--- src/hdl/cnu_pkg.sv ---
`timescale 1ns / 1ps
`default_nettype none
// ----------------------------------------------------------------------------
// cnu_pkg
// Shared types, codes and constants of the nearest-neighbor chroma upsampler.
// ----------------------------------------------------------------------------
package cnu_pkg;

    // fixed field widths
    localparam int SAMPLE_W   = 16;
    localparam int FW_W       = 13;
    localparam int FH_W       = 16;
    localparam int HLOG_W     = 2;
    localparam int STATUS_W   = 2;
    localparam int CFG_IDX_W  = 2;
    localparam int CFG_DATA_W = 16;
    localparam int COL_W_MAX  = 13;

    // parameter defaults
    localparam int MAX_WIDTH_DEF   = 4096;
    localparam int SAMPLE_BITS_DEF = 16;

    // register indexes
    localparam logic [CFG_IDX_W-1:0] REG_FULL_WIDTH   = 2'd0;
    localparam logic [CFG_IDX_W-1:0] REG_FRAME_HEIGHT = 2'd1;
    localparam logic [CFG_IDX_W-1:0] REG_HORIZ_LOG    = 2'd2;
    localparam logic [CFG_IDX_W-1:0] REG_VERT_LOG     = 2'd3;

    // register reset values
    localparam logic [FW_W-1:0]   FULL_WIDTH_RST   = 13'd16;
    localparam logic [FH_W-1:0]   FRAME_HEIGHT_RST = 16'd16;
    localparam logic [HLOG_W-1:0] HORIZ_LOG_RST    = 2'd1;
    localparam logic              VERT_LOG_RST     = 1'b1;

    // command codes
    localparam logic CMD_SAMPLE = 1'b0;
    localparam logic CMD_REPLAY = 1'b1;

    // result status codes
    localparam logic [STATUS_W-1:0] ST_OK               = 2'd0;
    localparam logic [STATUS_W-1:0] ST_SAMPLE_IN_REPLAY = 2'd1;
    localparam logic [STATUS_W-1:0] ST_REPLAY_IN_FILL   = 2'd2;

    // horizontal factor codes
    localparam logic [HLOG_W-1:0] HLOG_X4 = 2'd2;
    localparam logic [HLOG_W-1:0] HLOG_X4_ALIAS = 2'd3;

    // configuration set
    typedef struct packed {
        logic [FW_W-1:0]   full_width;
        logic [FH_W-1:0]   frame_height;
        logic [HLOG_W-1:0] horiz_log;
        logic              vert_log;
    } cfg_t;

    // head of the command queue
    typedef struct packed {
        logic valid;
        logic replay;
    } head_t;

endpackage

`default_nettype wire

--- src/hdl/cnu_in_if.sv ---
`timescale 1ns / 1ps
`default_nettype none
// ----------------------------------------------------------------------------
// cnu_in_if
// Input channel: subsampled chroma commands with valid/ready handshake.
// ----------------------------------------------------------------------------
interface cnu_in_if;
    logic                         valid;
    logic                         ready;
    logic                         cmd;
    logic [cnu_pkg::SAMPLE_W-1:0] sample;

    modport source (output valid, output cmd, output sample, input ready);
    modport sink (input valid, input cmd, input sample, output ready);
endinterface

`default_nettype wire

--- src/hdl/cnu_front.sv ---
`timescale 1ns / 1ps
`default_nettype none
// ----------------------------------------------------------------------------
// cnu_front
// Accepts input items, classifies the command, trims the sample to the
// stored width and holds them in a two-entry queue for the back end.
// ----------------------------------------------------------------------------
module cnu_front #(
    parameter int SAMPLE_BITS = cnu_pkg::SAMPLE_BITS_DEF
) (
    input  wire logic                   clk,
    input  wire logic                   rst_n,
    cnu_in_if.sink                      in_ch,
    output cnu_pkg::head_t              head,
    output logic [SAMPLE_BITS-1:0]      head_sample,
    input  wire logic                   pop
);

    logic                   replay_q [2];
    logic [SAMPLE_BITS-1:0] sample_q [2];
    logic                   wr_ptr_reg;
    logic                   wr_ptr_next;
    logic                   rd_ptr_reg;
    logic                   rd_ptr_next;
    logic [1:0]             count_reg;
    logic [1:0]             count_next;
    logic                   push;

    // accept while there is room
    assign in_ch.ready = (count_reg != 2'd2);
    assign push        = in_ch.valid && in_ch.ready;

    assign head.valid   = (count_reg != 2'd0);
    assign head.replay  = replay_q[rd_ptr_reg];
    assign head_sample  = sample_q[rd_ptr_reg];

    // pointer and fill count
    always_comb
    begin
        wr_ptr_next = push ? ~wr_ptr_reg : wr_ptr_reg;
        rd_ptr_next = pop ? ~rd_ptr_reg : rd_ptr_reg;
        count_next  = count_reg;
        if (push && !pop)
        begin
            count_next = count_reg + 2'd1;
        end
        else if (pop && !push)
        begin
            count_next = count_reg - 2'd1;
        end
    end

    always_ff @(posedge clk or negedge rst_n)
    begin
        if (!rst_n)
        begin
            wr_ptr_reg <= 1'b0;
            rd_ptr_reg <= 1'b0;
            count_reg  <= 2'd0;
        end
        else
        begin
            wr_ptr_reg <= wr_ptr_next;
            rd_ptr_reg <= rd_ptr_next;
            count_reg  <= count_next;
        end
    end

    // classified item storage
    always_ff @(posedge clk)
    begin
        if (push)
        begin
            replay_q[wr_ptr_reg] <= (in_ch.cmd == cnu_pkg::CMD_REPLAY);
            sample_q[wr_ptr_reg] <= in_ch.sample[SAMPLE_BITS-1:0];
        end
    end

endmodule

`default_nettype wire

--- src/flat_wrapper.sv ---
// flat-port wrapper written by rule: the top's interface ports become plain ports
module cnu_front_flat 
#(
    parameter int SAMPLE_BITS = cnu_pkg::SAMPLE_BITS_DEF
)
  (clk, rst_n, head, head_sample, pop, in_ch_valid, in_ch_cmd, in_ch_sample, in_ch_ready);
  cnu_in_if in_ch_i ();
  input  wire logic clk;
  input  wire logic rst_n;
  output cnu_pkg::head_t head;
  output logic [SAMPLE_BITS-1:0] head_sample;
  input  wire logic pop;
  input wire logic [$bits(in_ch_i.valid)-1:0] in_ch_valid;
  input wire logic [$bits(in_ch_i.cmd)-1:0] in_ch_cmd;
  input wire logic [$bits(in_ch_i.sample)-1:0] in_ch_sample;
  output wire logic [$bits(in_ch_i.ready)-1:0] in_ch_ready;
  assign in_ch_i.valid = in_ch_valid;
  assign in_ch_i.cmd = in_ch_cmd;
  assign in_ch_i.sample = in_ch_sample;
  assign in_ch_ready = in_ch_i.ready;
  cnu_front #(.SAMPLE_BITS(SAMPLE_BITS)) u_core (.clk(clk), .rst_n(rst_n), .in_ch(in_ch_i), .head(head), .head_sample(head_sample), .pop(pop));
endmodule
--- config.mk ---
export PLATFORM = sky130hd
export DESIGN_NAME = cnu_front_flat
export DESIGN_NICKNAME = d
export VERILOG_FILES = /design/src/hdl/cnu_pkg.sv /design/src/hdl/cnu_in_if.sv /design/src/hdl/cnu_front.sv /design/src/flat_wrapper.sv
export SDC_FILE = /design/constraint.sdc
export NUM_CORES = 1
export LEC_CHECK = 0
export ABC_AREA = 1
export ABC_CLOCK_PERIOD_IN_PS = 1800
export BUFFER_PORTS_ARGS = -buffer_cell sky130_fd_sc_hd__buf_2
export CAP_MARGIN = 15
export CORE_ASPECT_RATIO = 0.8
export CORE_MARGIN = 5
export CORE_UTILIZATION = 46
export DETAILED_ROUTE_END_ITERATION = 6
export PLACE_DENSITY_LB_ADDON = 0.3
export REMOVE_ABC_BUFFERS = 1
export SKIP_LAST_GASP = 1
export SLEW_MARGIN = 20
export SYNTH_ARGS = -nofsm -noshare
export SYNTH_HDL_FRONTEND = slang
export SYNTH_SLANG_ARGS = --single-unit
export TNS_END_PERCENT = 50
--- constraint.sdc ---
create_clock -name clk -period 1.8 [get_ports clk]
set_clock_uncertainty 0.05 [all_clocks]
set_input_delay 0.36 -clock clk [delete_from_list [all_inputs] [get_ports clk]]
set_output_delay 0.36 -clock clk [all_outputs]
set_load 0.05 [all_outputs]
==> metrics.md <==
| Metric | Value |
|---|---|
| Status | finished clean |
| Layout Nets | 153 |
| DR vias | 807 |
| Placed Instances | 162 |
| Post-CTS Setup Bufs | 0 |
| Worst-case clock buffer depth | 2 |
| Critical path peak fanout | 5 |
| Fin crit share | 99.88% |
| CTS tree | yes |
| First-pass GRT wire length | 3760 um |
| CORE AREA | 0.003108 mm2 |
| Worst IR Drop VDD | 0.9427 mV |
| GRT Util Overall | 12.14% |
| Fin cells | 172 |
| Post-synthesis sequential area ratio | 75.36% |
| Area of the mapped netlist | 0.001488 mm2 |
| CP Capture Type | primary output |
| R2r setup slk | 0.28 ns |
| Initial antenna violation count | 0 |
| CTS clk-pin slew, worst paths | 0.07 ns |
| Drt pass-1 iters | 4 |
| Clock root buffer master | clkbuf_8 |
| Largest net degree at the start of global routing | 13 |
| Minimum hold slack | 0.2096 ns |
| RSZ-0062 raised after global routing | true |
| DR DRC count | 0 |
| TritonCTS Sinks | 38 |
| Asr flop ratio synth | 10.53% |
| EDFF count, synth | 34 |
| Area of the multi-input gates | 314.1 um2 |
| # H-tree levels | 2 |
| Final hold viol count | 0 |
| Critical path's largest stage delay | 0.43 ns |
| Iter 0 DRT Violations | 42 |
| Worst Hold Class | in -> reg |
| CP bufs+invs | 2 |
| Layout cells sized above 1 | 54.55% |
| Final wirelength | 2434 um |
| Fmax | 556.2 MHz |
| CP Launch Type | register |
| Cell Rows | 18 |
| Worst EP required | 1.39 ns |
| Critical Path AT | 1.39 ns |
| Power per cell area | 1888 mW/mm2 |
| Overflow after GRT | 0 |
| Die ar. | 0.004478 mm2 |
| Setup-failing EPs final | 0 |
| GP Congestion | 0.6953 |
| Tmin final | 1.798 ns |
| I/O Pins | 40 |
| Die height | 60.87 um |
| Max cap viols | 0 |
| Area Growth Syn to Fin | 31.88% |
| Slew @ Worst Pin | 0.2492 ns |
| Delay-heaviest family, CP | flip-flops |
| Starting density of the core | 47.87% |
| Worst path slowest cell | dfrtp_1 |
| Synthesized instance count | 79 |
| Vias per cell | 4.692 |
| Inserted Diodes | 0 |
| Remaining antenna violation count | 0 |
| #FFs+latches synth | 38 |
| Sequential cell area | 0.001121 mm2 |
| Predominant post-synthesis flop cell | edfxtp_1 |
| Final Core Density | 63.12% |
| Num CTS Buffers | 5 |
| Count of cell types in the netlist | 14 |
| CP Cell Sequence | buf_6, mux2_2, buf_4 |
| Max reg flops | 32 |
| Crit Path Category | reg -> out |
| Lkg Pwr | 0.8210 nW |
| Number of global-route vias before repair | 899 |
| WL per Instance | 14.15 um |
| Avg Cell Area, Syn | 18.83 um2 |
| Worst rel slew slack | 83.50% |
| Port Buffer Count | 39 |
| Number of fill cells | 235 |
| Syn. warnings | 0 |
| Final Max Slew Viols | 0 |
| Clk_lat worst skew | 0.29 ns |
| Die width | 73.58 um |
| HPWL after DPL | 1752 um |
[repair_timing]
action | in CTS | in global routing
endpoints found under the hold margin | 4 | 0
resized for setup | 1 | 53
setup endpoints to repair | 14 | 17
hold buffers | 1 | 0
cloned | 0 | 1
[metal layers]
layer	vias up	track usage, %	wire length (um)
met2	32	20.45	1200
met3	5	3.974	200
li1	390	-	-
met1	380	13.36	975
met5	-	0	0
met4	0	7.752	57
[kinds of logic after synthesis]
logic type | after synthesis | share of synthesized area (%)
and+or+nand+nor | 11 | 3.028
xor gates and xnor gates | 3 | 1.767
adders and majority gates | 1 | 0.8409
muxes | 17 | 15.14
DFF | 38 | 75.36
buffers and inverters | 9 | 3.869
[cell type report]
type	count	share of cell area, %
Sequential cell	38	57.14
Timing Repair Buffer	47	18.75
Multi-Input combinational cell	32	16.01
Clock buffer	6	3.699
Tap cell	40	2.551
Inverter	7	1.339
Clock inverter	2	0.5102
[cells in the final DEF, fill, tap and decap left out]
cell	n
buf_2	22
buf_4	6
buf_6	18
clkbuf_1	1
clkbuf_8	5
clkinv_2	2
dfrtp_1	4
dlygate4sd3_1	1
edfxtp_1	34
ha_1	1
inv_1	7
mux2_2	8
mux2_4	9
nand2_1	7
nand3_1	1
nand4_1	1
nor2_2	2
xnor2_1	1
xor2_1	2
[through the flow]
step           setup WS [ns]  instance area [um2]  TNS [ns]  power (mW)
2_1_floorplan        -0.3942                 1456    -13.40       2.532
3_3_place_gp          0.3056                 1752         0       2.895
3_5_place_dp          0.2678                 1752         0       2.920
4_1_cts             -0.02397                 1848   -0.1603       3.488
5_1_grt             -0.05481                 1962   -0.6957       3.891
6_report            0.002220                 1962         0       3.705
[synth_stat cells (2+ instances only)]
cell | count | area share (%)
xor2_1 | 2 | 1.2
mux2_4 | 9 | 9.1
nor2_1 | 2 | 0.50
edfxtp_1 | 34 | 69
dfrtp_1 | 4 | 6.7
nand2_1 | 7 | 1.8
inv_1 | 7 | 1.8
mux2_2 | 8 | 6.1
[worst paths after layout]
kind	startpoint	end	cells after the start
setup / recovery	u_core.rd_ptr_reg$_DFFE_PN0P_	head_sample[14]	3
min in group asynchronous	rst_n	u_core.count_reg[1]$_DFFE_PN0P_	2
max in group asynchronous	rst_n	u_core.count_reg[0]$_DFFE_PN0P_	2
hold / removal	in_ch_sample[3]	u_core.sample_q[0][3]$_DFFE_PP_	1
hold reg to reg	u_core.count_reg[0]$_DFFE_PN0P_	u_core.count_reg[0]$_DFFE_PN0P_	1
setup reg to reg	u_core.count_reg[0]$_DFFE_PN0P_	u_core.count_reg[1]$_DFFE_PN0P_	9
[power by group]
| part | internal (mW) | switching, mW | leakage (nW) | total [mW] |
|---|---|---|---|---|
| combinational | 0.735 | 1.13 | 0.413 | 1.87 |
| sequential | 1.21 | 0.0810 | 0.363 | 1.30 |
| clock | 0.268 | 0.275 | 0.0450 | 0.543 |
No activity file was read; power rests on OpenSTA's default activity.
